## config.mk

```make
export PLATFORM = sky130hd
export DESIGN_NAME = text_console_cursor_engine_unit
export DESIGN_NICKNAME = d
export VERILOG_FILES = /design/src/tcce_pkg.sv /design/src/tcce_rem_unit.sv /design/src/text_console_cursor_engine_unit.sv
export SDC_FILE = /design/constraint.sdc
export NUM_CORES = 1
export LEC_CHECK = 0
export BUFFER_PORTS_ARGS = -buffer_cell sky130_fd_sc_hd__buf_2
export CORE_UTILIZATION = 32
export DETAILED_ROUTE_END_ITERATION = 8
export GPL_TIMING_DRIVEN = 0
export SYNTH_ARGS = -nofsm -noshare
export SYNTH_HDL_FRONTEND = slang
export SYNTH_SLANG_ARGS = --single-unit
export TNS_END_PERCENT = 50
```

## constraint.sdc

```tcl
create_clock -name clk_i -period 7.7 [get_ports clk_i]
set_input_delay 1.54 -clock clk_i [delete_from_list [all_inputs] [get_ports clk_i]]
set_output_delay 1.54 -clock clk_i [all_outputs]
set_load 0.005 [all_outputs]
```

## src/tcce_pkg.sv

```systemverilog
// shared constants and codes for the text console cursor engine
package tcce_pkg;

  // default font geometry
  localparam int unsigned DefGlyphWidth  = 8;
  localparam int unsigned DefGlyphHeight = 16;
  localparam int unsigned DefFirstCode   = 32;
  localparam int unsigned DefLastCode    = 126;

  // field widths
  localparam int unsigned CoordW  = 16;
  localparam int unsigned CodeW   = 8;
  localparam int unsigned ScaleW  = 4;
  localparam int unsigned HeightW = 13;
  localparam int unsigned StatusW = 2;
  localparam int unsigned RowsW   = 8;
  localparam int unsigned CfgIdxW = 2;
  localparam int unsigned CfgDatW = 13;
  localparam int unsigned InDataW  = 40;
  localparam int unsigned OutDataW = 80;
  localparam int unsigned OutUserW = 4;

  // wide working width for coordinate sums
  localparam int unsigned WideW    = CoordW + 1;
  localparam int unsigned CoordMax = 32767;
  localparam int unsigned MaxScale = 15;
  localparam int unsigned TabCells = 4;

  // character codes
  localparam logic [CodeW-1:0] CharNewline = 8'd10;
  localparam logic [CodeW-1:0] CharReturn  = 8'd13;
  localparam logic [CodeW-1:0] CharTab     = 8'd9;
  localparam logic [CodeW-1:0] CharQuery   = 8'd63;

  // result status codes
  localparam logic [StatusW-1:0] StatusOk       = 2'd0;
  localparam logic [StatusW-1:0] StatusDisabled = 2'd1;
  localparam logic [StatusW-1:0] StatusBadCoord = 2'd2;

  // configuration register indexes
  localparam logic [CfgIdxW-1:0] CfgEnable = 2'd0;
  localparam logic [CfgIdxW-1:0] CfgScale  = 2'd1;
  localparam logic [CfgIdxW-1:0] CfgHeight = 2'd2;

endpackage

```

## src/tcce_rem_unit.sv

```systemverilog
// bit-serial restoring remainder unit, one dividend bit per cycle
module tcce_rem_unit #(
  parameter int unsigned DividendW = 15,
  parameter int unsigned DivisorW  = 10
) (
  input  logic                 clk_i,
  input  logic                 rst_ni,
  input  logic                 start_i,
  input  logic [DividendW-1:0] dividend_i,
  input  logic [DivisorW-1:0]  divisor_i,
  output logic                 busy_o,
  output logic [DivisorW-1:0]  rem_o
);

  localparam int unsigned CntW = $clog2(DividendW + 1);

  logic [DividendW-1:0] shift_q, shift_d;
  logic [DivisorW-1:0]  rem_q, rem_d;
  logic [DivisorW-1:0]  dvs_q, dvs_d;
  logic [CntW-1:0]      cnt_q, cnt_d;
  logic                 busy_q, busy_d;
  logic [DivisorW:0]    trial;
  logic [DivisorW:0]    diff;

  assign trial = {rem_q, shift_q[DividendW-1]};
  assign diff  = trial - {1'b0, dvs_q};

  always_comb begin
    shift_d = shift_q;
    rem_d   = rem_q;
    dvs_d   = dvs_q;
    cnt_d   = cnt_q;
    busy_d  = busy_q;
    if (start_i) begin
      shift_d = dividend_i;
      rem_d   = '0;
      dvs_d   = divisor_i;
      cnt_d   = CntW'(DividendW);
      busy_d  = 1'b1;
    end else if (busy_q) begin
      shift_d = {shift_q[DividendW-2:0], 1'b0};
      // restore when the trial is below the divisor
      if (trial >= {1'b0, dvs_q}) begin
        rem_d = diff[DivisorW-1:0];
      end else begin
        rem_d = trial[DivisorW-1:0];
      end
      cnt_d = cnt_q - CntW'(1);
      if (cnt_q == CntW'(1)) begin
        busy_d = 1'b0;
      end
    end
  end

  always_ff @(posedge clk_i or negedge rst_ni) begin
    if (!rst_ni) begin
      cnt_q  <= '0;
      busy_q <= 1'b0;
    end else begin
      cnt_q  <= cnt_d;
      busy_q <= busy_d;
    end
  end

  always_ff @(posedge clk_i) begin
    shift_q <= shift_d;
    rem_q   <= rem_d;
    dvs_q   <= dvs_d;
  end

  assign busy_o = busy_q;
  assign rem_o  = rem_q;

endmodule

```

## src/text_console_cursor_engine_unit.sv

```systemverilog
// text console cursor engine: cursor keeping, draw and scroll commands
// each character runs through the bit-serial tab remainder (15 remainder steps)
// and then into the result register; an output stall holds it back first.
// reset: cursor at 0,0, console disabled, scale 2, screen height 480.
// the input is taken again once the previous result is in the output register.
module text_console_cursor_engine_unit #(
  parameter int unsigned GLYPH_WIDTH  = tcce_pkg::DefGlyphWidth,
  parameter int unsigned GLYPH_HEIGHT = tcce_pkg::DefGlyphHeight,
  parameter int unsigned FIRST_CODE   = tcce_pkg::DefFirstCode,
  parameter int unsigned LAST_CODE    = tcce_pkg::DefLastCode
) (
  input  logic                            clk_i,
  input  logic                            rst_ni,
  input  logic                            s_axis_tvalid,
  output logic                            s_axis_tready,
  // char_code[7:0], pos_x[23:8], pos_y[39:24]
  input  logic [tcce_pkg::InDataW-1:0]    s_axis_tdata,
  // use_cursor[0]
  input  logic                            s_axis_tuser,
  output logic                            m_axis_tvalid,
  input  logic                            m_axis_tready,
  // draw_x[15:0], draw_y[31:16], glyph_index[39:32], scroll_rows[47:40],
  // new_cursor_x[63:48], new_cursor_y[79:64]
  output logic [tcce_pkg::OutDataW-1:0]   m_axis_tdata,
  // status[1:0], draw_valid[2], scroll_valid[3]
  output logic [tcce_pkg::OutUserW-1:0]   m_axis_tuser,
  input  logic                            cfg_valid_i,
  output logic                            cfg_ready_o,
  input  logic [tcce_pkg::CfgIdxW-1:0]    cfg_index_i,
  input  logic [tcce_pkg::CfgDatW-1:0]    cfg_data_i
);
  import tcce_pkg::*;

  localparam int unsigned StepMax   = GLYPH_WIDTH * TabCells * MaxScale;
  localparam int unsigned DivisorW  = $clog2(StepMax + 1);
  localparam int unsigned DividendW = CoordW - 1;

  localparam logic [0:0] StIdle = 1'b0;
  localparam logic [0:0] StRun  = 1'b1;

  logic [0:0] state_q, state_d;

  logic              en_q;
  logic [ScaleW-1:0] scale_q;
  logic [HeightW-1:0] height_q;

  logic [CoordW-1:0] col_q, col_d, row_q, row_d;

  logic [CodeW-1:0]  code_q;
  logic              use_q;
  logic [CoordW-1:0] px_q, py_q;

  logic                 div_busy;
  logic [DivisorW-1:0]  div_rem;
  logic                 start;
  logic                 finish;
  logic                 out_free;

  logic [ScaleW-1:0] scale_eff;
  logic [WideW-1:0]  cw, ch, step;
  logic [StatusW-1:0] status;
  logic              neg_x, neg_y, sel_cur;
  logic [CoordW-1:0] x, y;
  logic [WideW-1:0]  tab_sum, nl_sum, draw_sum;
  logic [CoordW-1:0] ncol, nrow;
  logic              draw, scroll;
  logic [CodeW-1:0]  sub_code, glyph;
  logic [RowsW-1:0]  srows;
  logic [WideW-1:0]  bottom_sum;

  logic               out_valid_q;
  logic [StatusW-1:0] out_status_q;
  logic               out_draw_q, out_scroll_q;
  logic [CoordW-1:0]  out_dx_q, out_dy_q, out_ncx_q, out_ncy_q;
  logic [CodeW-1:0]   out_glyph_q;
  logic [RowsW-1:0]   out_srows_q;

  function automatic logic [CoordW-1:0] sat_coord(input logic [WideW-1:0] v);
    if (v > WideW'(CoordMax)) begin
      return CoordW'(CoordMax);
    end
    return v[CoordW-1:0];
  endfunction

  // configuration registers, to be written only while idle
  assign cfg_ready_o = 1'b1;

  always_ff @(posedge clk_i or negedge rst_ni) begin
    if (!rst_ni) begin
      en_q     <= 1'b0;
      scale_q  <= ScaleW'(2);
      height_q <= HeightW'(480);
    end else if (cfg_valid_i) begin
      unique case (cfg_index_i)
        CfgEnable: en_q     <= cfg_data_i[0];
        CfgScale:  scale_q  <= cfg_data_i[ScaleW-1:0];
        CfgHeight: height_q <= cfg_data_i[HeightW-1:0];
        default:   ;
      endcase
    end
  end

  assign s_axis_tready = (state_q == StIdle);
  assign start         = s_axis_tvalid && s_axis_tready;
  assign out_free      = !out_valid_q || m_axis_tready;
  assign finish        = (state_q == StRun) && !div_busy && out_free;

  always_ff @(posedge clk_i) begin
    if (start) begin
      code_q <= s_axis_tdata[CodeW-1:0];
      px_q   <= s_axis_tdata[CodeW+CoordW-1:CodeW];
      py_q   <= s_axis_tdata[CodeW+2*CoordW-1:CodeW+CoordW];
      use_q  <= s_axis_tuser;
    end
  end

  assign scale_eff = (scale_q == '0) ? ScaleW'(1) : scale_q;
  assign cw        = WideW'(GLYPH_WIDTH) * WideW'(scale_eff);
  assign ch        = WideW'(GLYPH_HEIGHT) * WideW'(scale_eff);
  assign step      = cw << 2;

  tcce_rem_unit #(
    .DividendW(DividendW),
    .DivisorW (DivisorW)
  ) u_rem (
    .clk_i     (clk_i),
    .rst_ni    (rst_ni),
    .start_i   (start),
    .dividend_i(col_q[DividendW-1:0]),
    .divisor_i (step[DivisorW-1:0]),
    .busy_o    (div_busy),
    .rem_o     (div_rem)
  );

  // result of one character from the latched item and the stored cursor
  always_comb begin
    neg_x   = px_q[CoordW-1];
    neg_y   = py_q[CoordW-1];
    sel_cur = use_q || (neg_x && neg_y);
    if (!en_q) begin
      status = StatusDisabled;
    end else if (!use_q && (neg_x != neg_y)) begin
      status = StatusBadCoord;
    end else begin
      status = StatusOk;
    end
    x = sel_cur ? col_q : px_q;
    y = sel_cur ? row_q : py_q;

    tab_sum  = WideW'(col_q) - WideW'(div_rem) + step;
    nl_sum   = WideW'(row_q) + ch;
    draw_sum = WideW'(x) + cw;

    if ((code_q < CodeW'(FIRST_CODE)) || (code_q > CodeW'(LAST_CODE))) begin
      sub_code = CharQuery;
    end else begin
      sub_code = code_q;
    end

    ncol  = col_q;
    nrow  = row_q;
    draw  = 1'b0;
    glyph = '0;
    case (code_q)
      CharNewline: begin
        ncol = '0;
        nrow = sat_coord(nl_sum);
      end
      CharReturn: ncol = '0;
      CharTab:    ncol = sat_coord(tab_sum);
      default: begin
        draw  = 1'b1;
        glyph = sub_code - CodeW'(FIRST_CODE);
        ncol  = sat_coord(draw_sum);
        nrow  = y;
      end
    endcase

    bottom_sum = WideW'(nrow) + ch;
    scroll     = bottom_sum > WideW'(height_q);
    srows      = '0;
    if (scroll) begin
      srows = (ch > WideW'(255)) ? RowsW'(255) : ch[RowsW-1:0];
      ncol  = '0;
      nrow  = (WideW'(height_q) > ch) ? CoordW'(WideW'(height_q) - ch) : '0;
    end

    if (status != StatusOk) begin
      ncol   = col_q;
      nrow   = row_q;
      draw   = 1'b0;
      glyph  = '0;
      scroll = 1'b0;
      srows  = '0;
    end
  end

  assign col_d = finish ? ncol : col_q;
  assign row_d = finish ? nrow : row_q;

  always_comb begin
    state_d = state_q;
    unique case (state_q)
      StIdle:  if (start) state_d = StRun;
      StRun:   if (finish) state_d = StIdle;
      default: state_d = StIdle;
    endcase
  end

  always_ff @(posedge clk_i or negedge rst_ni) begin
    if (!rst_ni) begin
      state_q     <= StIdle;
      col_q       <= '0;
      row_q       <= '0;
      out_valid_q <= 1'b0;
    end else begin
      state_q <= state_d;
      col_q   <= col_d;
      row_q   <= row_d;
      if (finish) begin
        out_valid_q <= 1'b1;
      end else if (m_axis_tready) begin
        out_valid_q <= 1'b0;
      end
    end
  end

  always_ff @(posedge clk_i) begin
    if (finish) begin
      out_status_q <= status;
      out_draw_q   <= draw;
      out_scroll_q <= scroll;
      out_dx_q     <= draw ? x : '0;
      out_dy_q     <= draw ? y : '0;
      out_glyph_q  <= glyph;
      out_srows_q  <= srows;
      out_ncx_q    <= ncol;
      out_ncy_q    <= nrow;
    end
  end

  assign m_axis_tvalid = out_valid_q;
  assign m_axis_tdata  = {out_ncy_q, out_ncx_q, out_srows_q, out_glyph_q, out_dy_q, out_dx_q};
  assign m_axis_tuser  = {out_scroll_q, out_draw_q, out_status_q};

endmodule

```

==> impl_metrics.py <==
metrics = {
    "critical_path": {
        "crit_start": "scale_q[3]$_DFFE_PN0P_",
        "cp_top_family": "compound AO/OA/AOI/OAI gates",
        "path_class": "register to register",
        "cp.required_ns": 7.97,
        "critPathBufInv": 4,
        "cpPeakStageDelay_ns": 0.59,
        "cp_max_fo": 10,
        "cp_slowest_cell": "o41ai_2",
        "crit_arrival_ns": 7.71,
        "end_kind": "register",
        "timing.rr.start": "scale_q[3]$_DFFE_PN0P_",
        "startpoint_type": "register",
    },
    "timing": {
        "tightest_slew_ns": 1.08,
        "slew_violations": 0,
        "slew_headroom_pct": 27.0,
        "period_share_pct": 96.7,
        "setup_viol": 0,
        "fin_tns_setup_ns": 0,
        "hold_viol_final": 0,
        "min_period_ns": 7.45,
        "fmax_mhz": 134,
        "fin_skew_ns": 0.0126,
        "rsz0062_at_grt": "yes",
    },
    "pwr": {
        "p_clk_share_pct": 21.1,
        "power.switching_uw": 2290,
        "p_total_uw": 5450,
        "intPower_uw": 3160,
        "leakage_uw": 0.00587,
        "p_seq_share_pct": 32.0,
        "peakVddDrop_mv": 0.176,
        "p_per_area_nw_per_um2": 385,
        "switching_share_pct": 42.0,
        "combPwrFrac_pct": 47.0,
    },
    "cells_and_area": {
        "n_antenna_cell": 0,
        "drive_gt1_share_pct": 18.6,
        "filler_cell_count": 3627,
        "mostFrequentLayoutCell": "nand2_1",
        "nets": 1492,
        "area_growth_pct": 19.3,
        "design_area_um2": 14100,
        "final_cell_mix": "nand2_1 (150), buf_2 (145), edfxtp_1 (140)",
    },
    "synth": {
        "syn-cell-area_um2": 11900,
        "yosysTopAreaCell": "edfxtp_1",
        "yosysWarnings": 0,
        "postSynthAreaPerCell_um2": 9.98,
        "ys_async_sr_fraction_pct": 27.7,
        "synth_edf_count": 140,
        "synth_top_area_share_pct": 35.5,
        "synth-main-ff-cell": "edfxtp_1",
        "synth_cells": 1188,
        "synth_cell_types": 78,
        "synth_area_leaders": "edfxtp_1 (35%), dfrtp_1 (11%), ha_1 (6.0%)",
        "yosysSeqAreaShare_pct": 49.1,
        "ys_ff_latch": 206,
    },
    "flow_run": {
        "max_cap_viol_count": 0,
    },
    "drt": {
        "drt-total-wl_um": 37700,
        "route.antenna.remaining_nets": 0,
        "viasPerCell": 5.33,
        "post-route-drc-count": 0,
        "vias": 9858,
        "drt_iter0_drc": 874,
        "first_pass_iters": 7,
        "routedWlPerCell_um": 20.4,
    },
    "placed_design": {
        "hpwlAfterDp_um": 28400,
        "portBuffers": 142,
        "placed_area_um2": 13300,
        "gp_congestion": 0.925,
    },
    "global_routing": {
        "grt_max_degree": 58,
        "track_usage_pct": 19.7,
        "grt_pass1_wl_um": 57000,
        "overflow": 0,
        "grt_pass1_vias": 9482,
        "grt_antenna_before_repair": 1,
    },
    "clock_tree": {
        "root_buffer": "clkbuf_16",
        "cts_tree": "built",
        "cts_buffer_depth": 3,
        "cts_buffers": 25,
        "h-tree-depth": 1,
        "clkSinkCount": 206,
        "worstSkewPairLatency_ns": 0.53,
        "clkSlewWorstSetupHoldPaths_ns": 0.06,
        "cts_hold_buf": 0,
    },
    "floorplanning": {
        "die_x_um": 195,
        "initial_utilization_pct": 32.5,
        "coreArea_um2": 36500,
        "ioPinCount": 148,
        "dieArea_um2": 37800,
        "die_y_um": 195,
        "placementRows": 70,
    },
    "worst_hold_path": {
        "min_path_type": "register to register",
        "holdCritStartpoint": "height_q[4]$_DFFE_PN0P_",
    },
    "status": {
        "status": "completed",
    },
}
area by class of cell:
class                           instances  area (µm²)  share of cell area (%)
Timing Repair Buffer                  146         801                    5.66
Clock buffer                           28         637                    4.50
Sequential cell                       206        5820                    41.1
Tap cell                              468         586                    4.14
Inverter                               79         297                    2.10
Multi-Input combinational cell        841        5570                    39.3
Clock inverter                         16         148                    1.04
Buffer                                 65         300                    2.12
sequential cells by signal (all words and copies together) (netlist names), 15 cells and up:
register and cells:
row_q 16, py_q 16, out_dy_q 16, out_dx_q 16, out_ncx_q 16, u_rem.shift_q 15, col_q 16, px_q 16
out_ncy_q 16
timing repair:
action,in CTS,in global routing
resized for setup,9,10
setup buffers,0,0
setup endpoints to repair,20,49
per-layer routing:
layer / GRT usage (%) / wire length, µm / up-vias
met5: 0 / 0 / -
met4: 6.44 / 1200 / 0
met3: 3.28 / 2620 / 77
met2: 32.9 / 17900 / 399
met1: 25.9 / 16000 / 4723
li1: - / - / 4659
power by group through the flow:
stage                     clock (µW)  combinational, µW  sequential, µW
final                           1150               2560            1740
after global routing            1220               2820            1770
after CTS                       1180               2520            1740
after detailed placement           0               2470            1760
after global placement             0               2420            1790
after floorplan                    0               1720            1720
worst reg2reg max path, delay by kind of cell (launching register included):
family	cells	cell delay [ns]
AO/OA/AOI/OAI	11	2.43
AND/OR/NAND/NOR	8	2.07
adder cells (fa/ha/maj)	4	1.21
buffers and inverters	4	0.91
flip-flops	1	0.39
XOR/XNOR	1	0.15
path summary, 6_finish.rpt:
kind,endpoint,slack [ns],cells after the start
min,height_q[4]$_DFFE_PN0P_,0.51,1
min in group asynchronous,m_axis_tvalid$_DFFE_PN0P_,1.10,1
max,out_ncx_q[6]$_DFFE_PP_,0.25,28
max in group asynchronous,row_q[12]$_DFFE_PN0P_,5.98,1
min reg2reg,height_q[4]$_DFFE_PN0P_,0.51,1
max reg2reg,out_ncx_q[6]$_DFFE_PP_,0.25,28
kinds of logic (layout without fill, tap and decap cells):
| logic type | count (synthesis) | count (layout) | synth area share [%] |
|---|---|---|---|
| simple gates | 418 | 418 | 16.6 |
| other cells | 2 | 5 | 0.0633 |
| buf+inv | 144 | 334 | 4.98 |
| compound gates | 272 | 272 | 15.1 |
| fa+ha+maj | 67 | 67 | 7.70 |
| flops | 206 | 206 | 49.1 |
| mux | 41 | 41 | 3.66 |
| xor+xnor | 38 | 38 | 2.81 |
Yosys cell counts (all sizes together) (19+ instances only):
library cell and count:
nand2 150, edfxtp 140, nor2 109, inv 79, o21ai 72, a21oi 60
ha 57, dfrtp 52, clkbuf 47, nand3 43, mux2i 22, nand4 22
xnor2 22, mux2 19
through the flow:
stage                     setup slack (ns)  std cells  util (%)  hold slack (ns)
after floorplan                      0.519       1191         -            0.465
after global placement               -3.32       1801      36.1            0.484
after detailed placement            -0.365       1805      36.3            0.490
after CTS                           0.0141       1849      38.6            0.504
after global routing               -0.0242       1849      38.7            0.543
final                                0.254       1849      38.7            0.510
No activity file was read; power rests on OpenSTA's default activity.
